===== config.mk =====
export PLATFORM = sky130hd
export DESIGN_NAME = spi_adc_read_sequencer
export DESIGN_NICKNAME = d
export VERILOG_FILES = /design/src/spi_ars_pkg.sv /design/src/spi_ars_core.sv /design/src/spi_adc_read_sequencer.sv
export SDC_FILE = /design/constraint.sdc
export NUM_CORES = 1
export LEC_CHECK = 0
export ABC_AREA = 1
export BUFFER_PORTS_ARGS = -buffer_cell sky130_fd_sc_hd__buf_2
export CORE_ASPECT_RATIO = 0.9
export CORE_MARGIN = 4
export CORE_UTILIZATION = 30
export CTS_CLUSTER_DIAMETER = 200
export DETAILED_ROUTE_END_ITERATION = 7
export GPL_TIMING_DRIVEN = 0
export PLACE_DENSITY = 0.49
export SLEW_MARGIN = 20
export SYNTH_ARGS = -nofsm -noshare
export SYNTH_HDL_FRONTEND = slang
export SYNTH_SLANG_ARGS = --single-unit

===== constraint.sdc =====
create_clock -name clk -period 3.9 [get_ports clk]
set_input_delay 0.195 -clock clk [delete_from_list [all_inputs] [get_ports clk]]
set_output_delay 0.195 -clock clk [all_outputs]
set_load 0.005 [all_outputs]

===== src/spi_ars_pkg.sv =====
// Shared types and constants for the SPI ADC read sequencer.
`timescale 1ns / 1ps

package spi_ars_pkg;

  // Frame layout of one ADC transaction, in serial bit periods
  localparam int COMMAND_BITS  = 8;
  localparam int WAIT_CLOCKS   = 5;
  localparam int SAMPLE_BITS   = 12;
  localparam int TOTAL_PERIODS = COMMAND_BITS + WAIT_CLOCKS + SAMPLE_BITS;
  localparam int PERIOD_W      = $clog2(TOTAL_PERIODS);
  localparam int BYTE_W        = 8;

  typedef logic [PERIOD_W-1:0]     period_t;
  typedef logic [COMMAND_BITS-1:0] command_t;
  typedef logic [SAMPLE_BITS-1:0]  reading_t;

  // Period boundaries at counter width
  localparam period_t CMD_END  = period_t'(COMMAND_BITS);
  localparam period_t WAIT_END = period_t'(COMMAND_BITS + WAIT_CLOCKS);
  localparam period_t LAST_PER = period_t'(TOTAL_PERIODS - 1);

  // Item kind carried on tuser
  typedef enum logic {
    ACT_START  = 1'b0,
    ACT_PERIOD = 1'b1
  } action_t;

  // One input item
  typedef struct packed {
    action_t            action;
    logic [BYTE_W-1:0]  control_byte;
    logic               select_current;
    logic               two_byte;
    logic               miso;
  } in_item_t;

  // One result item
  typedef struct packed {
    logic               mosi;
    logic               sclk_pulse;
    logic               cs_voltage_n;
    logic               cs_current_n;
    logic               busy_res;
    logic               done_res;
    logic               rejected;
    logic [BYTE_W-1:0]  first_byte;
    logic [BYTE_W-1:0]  second_byte;
  } res_t;

endpackage


===== src/spi_ars_core.sv =====
// Sequencer state and per-item step logic of the SPI ADC read sequencer.
`timescale 1ns / 1ps

module spi_ars_core (
  input  logic                  clk,
  input  logic                  rst,
  input  logic                  accept,
  input  spi_ars_pkg::in_item_t item,
  output spi_ars_pkg::res_t     res
);

  spi_ars_pkg::period_t  period_count, period_count_next;
  spi_ars_pkg::command_t command_shift, command_shift_next;
  spi_ars_pkg::reading_t reading_shift, reading_shift_next;
  logic                  active, active_next;
  logic                  chosen_adc, chosen_adc_next;
  logic                  wide_result, wide_result_next;

  // Step logic: next state and result for the item on the input
  always_comb begin
    period_count_next  = period_count;
    command_shift_next = command_shift;
    reading_shift_next = reading_shift;
    active_next        = active;
    chosen_adc_next    = chosen_adc;
    wide_result_next   = wide_result;

    res             = '0;
    res.mosi        = 1'b1;

    if (item.action == spi_ars_pkg::ACT_START) begin
      if (active) begin
        res.rejected = 1'b1;
      end else begin
        command_shift_next = item.control_byte;
        chosen_adc_next    = item.select_current;
        wide_result_next   = item.two_byte;
        reading_shift_next = '0;
        period_count_next  = '0;
        active_next        = 1'b1;
      end
    end else if (!active) begin
      res.rejected = 1'b1;
    end else begin
      res.sclk_pulse = 1'b1;
      if (period_count < spi_ars_pkg::CMD_END) begin
        // command phase: MSB first
        res.mosi           = command_shift[spi_ars_pkg::COMMAND_BITS-1];
        command_shift_next = {command_shift[spi_ars_pkg::COMMAND_BITS-2:0], 1'b0};
      end else if (period_count < spi_ars_pkg::WAIT_END) begin
        res.mosi = 1'b0;
      end else begin
        // sample phase: MISO shifts in MSB first
        res.mosi           = 1'b0;
        reading_shift_next = {reading_shift[spi_ars_pkg::SAMPLE_BITS-2:0], item.miso};
      end

      if (period_count == spi_ars_pkg::LAST_PER) begin
        active_next       = 1'b0;
        period_count_next = '0;
        res.done_res      = 1'b1;
        if (wide_result) begin
          res.first_byte  = spi_ars_pkg::BYTE_W'(reading_shift_next >> spi_ars_pkg::BYTE_W);
          res.second_byte = reading_shift_next[spi_ars_pkg::BYTE_W-1:0];
        end else begin
          res.first_byte  =
            reading_shift_next[spi_ars_pkg::SAMPLE_BITS-1 -: spi_ars_pkg::BYTE_W];
        end
      end else begin
        period_count_next = spi_ars_pkg::period_t'(period_count + 1'b1);
      end
    end

    // chip selects follow the state after this item
    res.cs_voltage_n = !(active_next && !chosen_adc_next);
    res.cs_current_n = !(active_next && chosen_adc_next);
    res.busy_res     = active_next;
  end

  // State registers, updated on each accepted item
  always_ff @(posedge clk) begin
    if (rst) begin
      period_count  <= '0;
      command_shift <= '0;
      reading_shift <= '0;
      active        <= 1'b0;
      chosen_adc    <= 1'b0;
      wide_result   <= 1'b0;
    end else if (accept) begin
      period_count  <= period_count_next;
      command_shift <= command_shift_next;
      reading_shift <= reading_shift_next;
      active        <= active_next;
      chosen_adc    <= chosen_adc_next;
      wide_result   <= wide_result_next;
    end
  end

endmodule


===== src/spi_adc_read_sequencer.sv =====
// Top level of the SPI ADC read sequencer: stream ports and result register.
`timescale 1ns / 1ps

// Bit-level SPI master for two serial 12-bit ADCs. A start item (tuser 0) while
// idle latches the control byte, the ADC select and the result size and drops the
// chosen chip select; each bit-period item (tuser 1) in a frame is one SCLK pulse:
// 8 command bits out on MOSI MSB first, 5 wait clocks, then 12 MISO samples.
// Other items are rejected. The item with the last sample carries the reading and
// tlast. Every input item gives exactly one result item. One item is taken per
// clock; the result appears on the master side in the cycle after its transfer,
// out of a single result register, and a stall on the master side holds the slave
// side only while that register is full and not being taken.

module spi_adc_read_sequencer (
  input  logic        clk,
  input  logic        rst,
  input  logic        s_tvalid,
  output logic        s_tready,
  // [7:0] control_byte, [8] select_current, [9] two_byte, [10] miso
  input  logic [15:0] s_tdata,
  // [0] action
  input  logic        s_tuser,
  output logic        m_tvalid,
  input  logic        m_tready,
  // [0] mosi, [1] sclk_pulse, [2] cs_voltage_n, [3] cs_current_n,
  // [4] busy_res, [5] rejected, [13:6] first_byte, [21:14] second_byte
  output logic [23:0] m_tdata,
  // done_res
  output logic        m_tlast
);

  spi_ars_pkg::in_item_t item;
  spi_ars_pkg::res_t     step_res;
  spi_ars_pkg::res_t     out_res;
  logic                  s_xfer;

  // Input unpacking
  always_comb begin
    item.action         = spi_ars_pkg::action_t'(s_tuser);
    item.control_byte   = s_tdata[7:0];
    item.select_current = s_tdata[8];
    item.two_byte       = s_tdata[9];
    item.miso           = s_tdata[10];
  end

  assign s_tready = !m_tvalid || m_tready;
  assign s_xfer   = s_tvalid && s_tready;

  spi_ars_core u_core (
    .clk    (clk),
    .rst    (rst),
    .accept (s_xfer),
    .item   (item),
    .res    (step_res)
  );

  // Result register
  always_ff @(posedge clk) begin
    if (rst) begin
      m_tvalid <= 1'b0;
    end else if (s_tready) begin
      m_tvalid <= s_tvalid;
    end
  end

  always_ff @(posedge clk) begin
    if (s_xfer) begin
      out_res <= step_res;
    end
  end

  // Output packing
  assign m_tdata = {2'b00, out_res.second_byte, out_res.first_byte, out_res.rejected,
                    out_res.busy_res, out_res.cs_current_n, out_res.cs_voltage_n,
                    out_res.sclk_pulse, out_res.mosi};
  assign m_tlast = out_res.done_res;

  // Checks
  a_one_cs: assert property (@(posedge clk) disable iff (rst)
    m_tvalid |-> (out_res.cs_voltage_n || out_res.cs_current_n))
    else $error("both chip selects active");

  a_busy_cs: assert property (@(posedge clk) disable iff (rst)
    m_tvalid |-> (out_res.busy_res == !(out_res.cs_voltage_n && out_res.cs_current_n)))
    else $error("busy does not match chip selects");

  a_done_idle: assert property (@(posedge clk) disable iff (rst)
    (m_tvalid && out_res.done_res) |-> (!out_res.busy_res && out_res.sclk_pulse))
    else $error("done without final clock or still busy");

  a_reject_quiet: assert property (@(posedge clk) disable iff (rst)
    (m_tvalid && out_res.rejected) |-> (!out_res.sclk_pulse && out_res.mosi))
    else $error("rejected item drove the serial bus");

  a_start_busy: assert property (@(posedge clk) disable iff (rst)
    (s_xfer && s_tuser == spi_ars_pkg::ACT_START) |=> out_res.busy_res)
    else $error("start left the sequencer idle");

endmodule


After elaboration in Yosys (flattened, before gate mapping)
Index checks and enable logic that the tools add are counted.
{"block": "totals", "word_cells": 67, "output_inout_bits": 27, "inputBits": 21, "regBits": 52}
{"block": "op_classes", "eq_ne": 4, "n_reduce_logical": 15, "magnitude_cmp": 2, "mux": 25, "addsub": 1, "bitwise": 3}
{"cell": "$mux 12", "n": 5}
{"cell": "$mux 8", "n": 4}
{"cell": "$mux 5", "n": 4}
{"cell": "$mux 1", "n": 11}
{"cell": "$lt 5x4->1 const B", "n": 2}
{"cell": "$reduce_and 3->1", "n": 3}
{"cell": "$reduce_and 4->1", "n": 2}
{"cell": "$add 5x1->5 const B", "n": 1}
{"cell": "$eq 5x5->1 const B", "n": 1}
{"cell": "$logic_not 1->1", "n": 4}
{"cell": "$mux 4", "n": 1}
{"cell": "$ne 2x2->1 const B", "n": 2}
{"cell": "$reduce_or 4->1", "n": 1}
{"cell": "$logic_and 1x1->1", "n": 3}
{"cell": "$not 1->1", "n": 3}
{"cell": "$ne 2x1->1 const B", "n": 1}
{"cell": "$reduce_and 2->1", "n": 1}
{"cell": "$logic_or 1x1->1", "n": 1}

Depth between registers and ports, before layout
{"block": "depth", "depth_word": 6, "depth_mapped": 8, "ltp_nobuf": 8}

Modules after synthesis
Synthesis repeated with hierarchy kept, for this count alone.
{"block": "hier_totals", "hier_cells": 299, "hier_area_um2": 2706.3}
{"mod": "spi_ars_core", "seq_area_each_um2": 560.5, "instances": 1, "area_per_inst_um2": 1949.4, "cells_per_inst": 267}
{"mod": "spi_adc_read_sequencer", "seq_area_each_um2": 710.7, "instances": 1, "area_per_inst_um2": 757.0, "cells_per_inst": 32}

Worst setup path before layout
OpenSTA, ideal clock, no wires.
{"block": "synth_timing", "path_kind": "register to register", "startpoint": "register u_core.active", "endpoint": "register u_core.reading_shift[10]", "n_path_buf": 1, "setup_ns": 0.070, "t_required_ns": 3.830, "period_less_slack_ns": 1.523, "path_stages_with_launch": 9, "t_arrival_ns": 1.453, "path_slack_ns": 2.377, "cell_sequence": "dfxtp_1 > inv_1 > ha_1 > inv_1 > nand3_2 > nor2_2 > buf_4 > nand3_1 > a21oi_1"}
{"block": "synth_via", "elab_chain_cells": 2, "word_cells_on_any_way": 3, "classes_between": "2 x eq/ne; 1 x reduce/logical"}
{"item": "start: declaration", "line_no": "spi_ars_core.sv:15", "source": "logic active, active_next;"}
{"item": "start signal: assignment", "line_no": "spi_ars_core.sv:93", "source": "active <= active_next;"}
{"item": "$ne 2x1->1 (no line) or $ne 2x2->1 (tied branches)"}
{"item": "$reduce_and 3->1 (no line) (*)"}
{"item": "end signal: assignment", "line_no": "spi_ars_core.sv:92", "source": "reading_shift <= reading_shift_next;"}
{"item": "end: declaration", "line_no": "spi_ars_core.sv:14", "source": "spi_ars_pkg::reading_t reading_shift, reading_shift_next;"}
Every way passes the cells marked *; elsewhere a longest branch is shown, timed or not.
A chain may end at the register's enable or synchronous reset.

Worst setup path in the final report
{"block": "layout_timing", "startpoint": "register u_core.active", "endpoint": "register u_core.reading_shift[6]"}
The elaborated chain is that of the path after synthesis.

==> results.txt <==
Post-CTS Setup Repair Bufs -> 0
clk slew on worst S/H paths -> 0.09 ns
Post-Synthesis Cell Area -> 2480 µm²
worst stage delay on the critical path -> 0.44 ns
unrepaired setup endpoints after global routing -> false
setup ws final -> 1.97 ns
Final Max Tran Viols -> 0
Critical Path AT -> 2.16 ns
Highest Clock Rate -> 519 MHz
post-synthesis cell type count -> 26
synth cell count leaders -> nand2_1 (78), nand3_1 (38), inv_1 (32)
reg-to-reg slack, setup -> 1.97 ns
Rows -> 31
Synth Area in Simple Gates -> 0.300
WL final -> 5490 µm
mux cell area share after synthesis -> 0
Seq/Total Area, Yosys -> 0.513
worst skew pair latency -> 0.30 ns
cell family with most CP delay -> simple AND/OR/NAND/NOR gates
cell breakdown of the critical path -> inv_1, ha_1, inv_1, nand3_2, nor2_2, buf_4, nand3_1, a21oi_1
GR Util All Layers -> 0.116
Pre-antenna DRT Iters -> 4
CP max FO -> 10
DR vias/cell -> 4.58
period utilisation layout -> 0.494
Net count, final -> 379
total global routing overflow -> 0
Avg Inst Size Synth -> 8.10 µm²
critical path required time -> 4.13 ns
Ant. Diodes -> 0
most used cell, CP -> inv_1
Longest Clk Path Bufs -> 2
adder-cell share of the synthesized area -> 0.0252
Yosys reg bits -> 52
max cap viols -> 0
Post-DRT Antenna Nets -> 0
top-count cell post-synth -> nand2_1
final setup fails -> 0
P&R area growth vs syn -> 16.3%
worst-margin pin slew -> 1.05 ns
cts bufs inserted -> 5
power density over the cells -> 343 nW/µm²
root buffer cell -> clkbuf_8
asr flop ratio synth -> 0
XOR/XNOR Fraction of Synth Area -> 0
top cell type's share of synthesized area -> 0.279
Setup TNS Final -> 0 ns
initial antenna violation count -> 0
GP Congestion -> 0.823
crit path kind -> register to register
DP HPWL -> 3950 µm
clk sinks -> 52
die width -> 104 µm
leak pwr -> 1.16 nW
synth warn -> 0
Routed WL per cell -> 12.1 µm
worst path buffer plus inverter count -> 3
largest area contributor in the netlist -> edfxtp_1
CTS resizes -> 0
die height -> 94.2 µm
fin crit period -> 1.93 ns
Boundary Pins -> 48
routed vias -> 2073
initial drt markers -> 97
Worst slew margin -> 0.298
share of post-route cells with drive strength above 1 -> 0.215
first-pass GRT wire length -> 9270 µm
Post-synth EDFFs -> 23
VDD IR max -> 0.000111 V
core area -> 8030 µm²
Initial Util -> 0.309
Final Skew -> 0.00501 ns
pre-CTS setup slack -> 1.94 ns
Gate Count Post-Synth -> 306
compound-gate portion of the synthesized area -> 0.0818
Critical Path Start Type -> register
HP Class -> input pin to register
ys flop type -> dfxtp_1
pin count of the biggest net entering global routing -> 27
TritonCTS clock tree -> built
Crit-path slowest cell -> dfxtp_1
CP endpoint kind -> register
die area -> 9780 µm²
H-tree depth -> 2
IO Port Bufs -> 39
ranking of synthesized cells by area -> edfxtp_1 (28%), dfxtp_1 (23%), nand2_1 (12%)
number of global-route vias before repair -> 1894
Final Hold Viols -> 0
CTS Hold Bufs -> 0
status -> finished, final reports clean
DRC Markers -> 0
largest family of logic cells by synthesized area -> simple AND/OR/NAND/NOR gates
-- cell families (layout without fill, tap and decap cells) --
| family | Yosys count | count (layout) |
|---|---|---|
| and+or+nand+nor | 163 | 163 |
| DFF | 52 | 52 |
| buffers and inverters | 45 | 92 |
| AOI/OAI and AO/OA | 40 | 40 |
| adders and majority gates | 5 | 5 |
| other | 1 | 2 |
-- cell usage in the layout (no fill, tap or decap) --
cell type and count:
a21oi_1 28, buf_1 1, buf_2 42, buf_4 4, buf_6 1, clkbuf_1 5, clkbuf_8 5, clkinv_2 1
conb_1 2, dfxtp_1 29, edfxtp_1 23, ha_1 5, inv_1 32, inv_2 1, nand2_1 78, nand2_2 14
nand3_1 38, nand3_2 1, nand4_1 4, nand4_2 1, nor2_1 21, nor2_2 3, nor2_4 1, nor3_2 1
o211ai_1 1, o21ai_0 9, o21ai_1 2, or2_2 1
-- per-layer routing --
metal,GRT usage,vias up,share of wire
met3,0.0220,6,0.039
met5,0,-,0
met1,0.162,945,0.52
met4,0.0377,0,0.010
met2,0.180,35,0.44
li1,-,1087,-
-- final cells by class --
type,count,area [µm²]
clock inverter,1,5.00
tap,99,124
inverter,33,124
timing repair buffer,39,195
sequential,52,1270
fill,849,5150
multi-input combinational,210,1020
buffer,12,71.3
clock buffer,7,76.3
-- per-stage QoR --
step | instances | hold WS [ns] | util | cell area [µm²] | power [mW]
after floorplan | 307 | 0.363 | - | 2480 | 0.666
after global routing | 453 | 0.167 | 0.359 | 2880 | 1.05
after global placement | 445 | 0.450 | 0.349 | 2800 | 0.706
after detailed placement | 445 | 0.455 | 0.349 | 2800 | 0.708
after CTS | 453 | 0.158 | 0.359 | 2880 | 1.01
final | 453 | 0.164 | 0.359 | 2880 | 0.990
-- sequential cells by signal (all words and copies together), names as in the netlist --
name	cells
m_tdata	22
u_core.reading_shift	12
u_core.command_shift	8
u_core.period_count	5
m_tlast	1
m_tvalid	1
u_core.active	1
u_core.chosen_adc	1
u_core.wide_result	1
-- worst paths after layout --
path,endpoint,startpoint,depth (start not counted)
worst max-delay path,u_core.reading_shift[6]$_SDFFE_PP0P_,u_core.active$_SDFFE_PP0P_,8
worst min-delay path,u_core.command_shift[0]$_SDFFE_PP0P_,s_tdata[0],3
worst max register to register,u_core.reading_shift[6]$_SDFFE_PP0P_,u_core.active$_SDFFE_PP0P_,8
worst min register to register,u_core.command_shift[5]$_SDFFE_PP0P_,u_core.command_shift[5]$_SDFFE_PP0P_,2
-- worst register-to-register path, stage by stage (launching register included) --
cell and delay (ns):
dfxtp_1 0.44, inv_1 0.11, ha_1 0.32, inv_1 0.10
nand3_2 0.21, nor2_2 0.26, buf_4 0.23, nand3_1 0.10
a21oi_1 0.12
-- where the power goes --
group	leakage [nW]	switching [mW]	internal, mW
Clock	0.0422	0.170	0.126
Combinational	0.648	0.0644	0.0326
Sequential	0.465	0.00747	0.589
Total	1.16	0.242	0.748
Power figures use the tool's default switching activity.
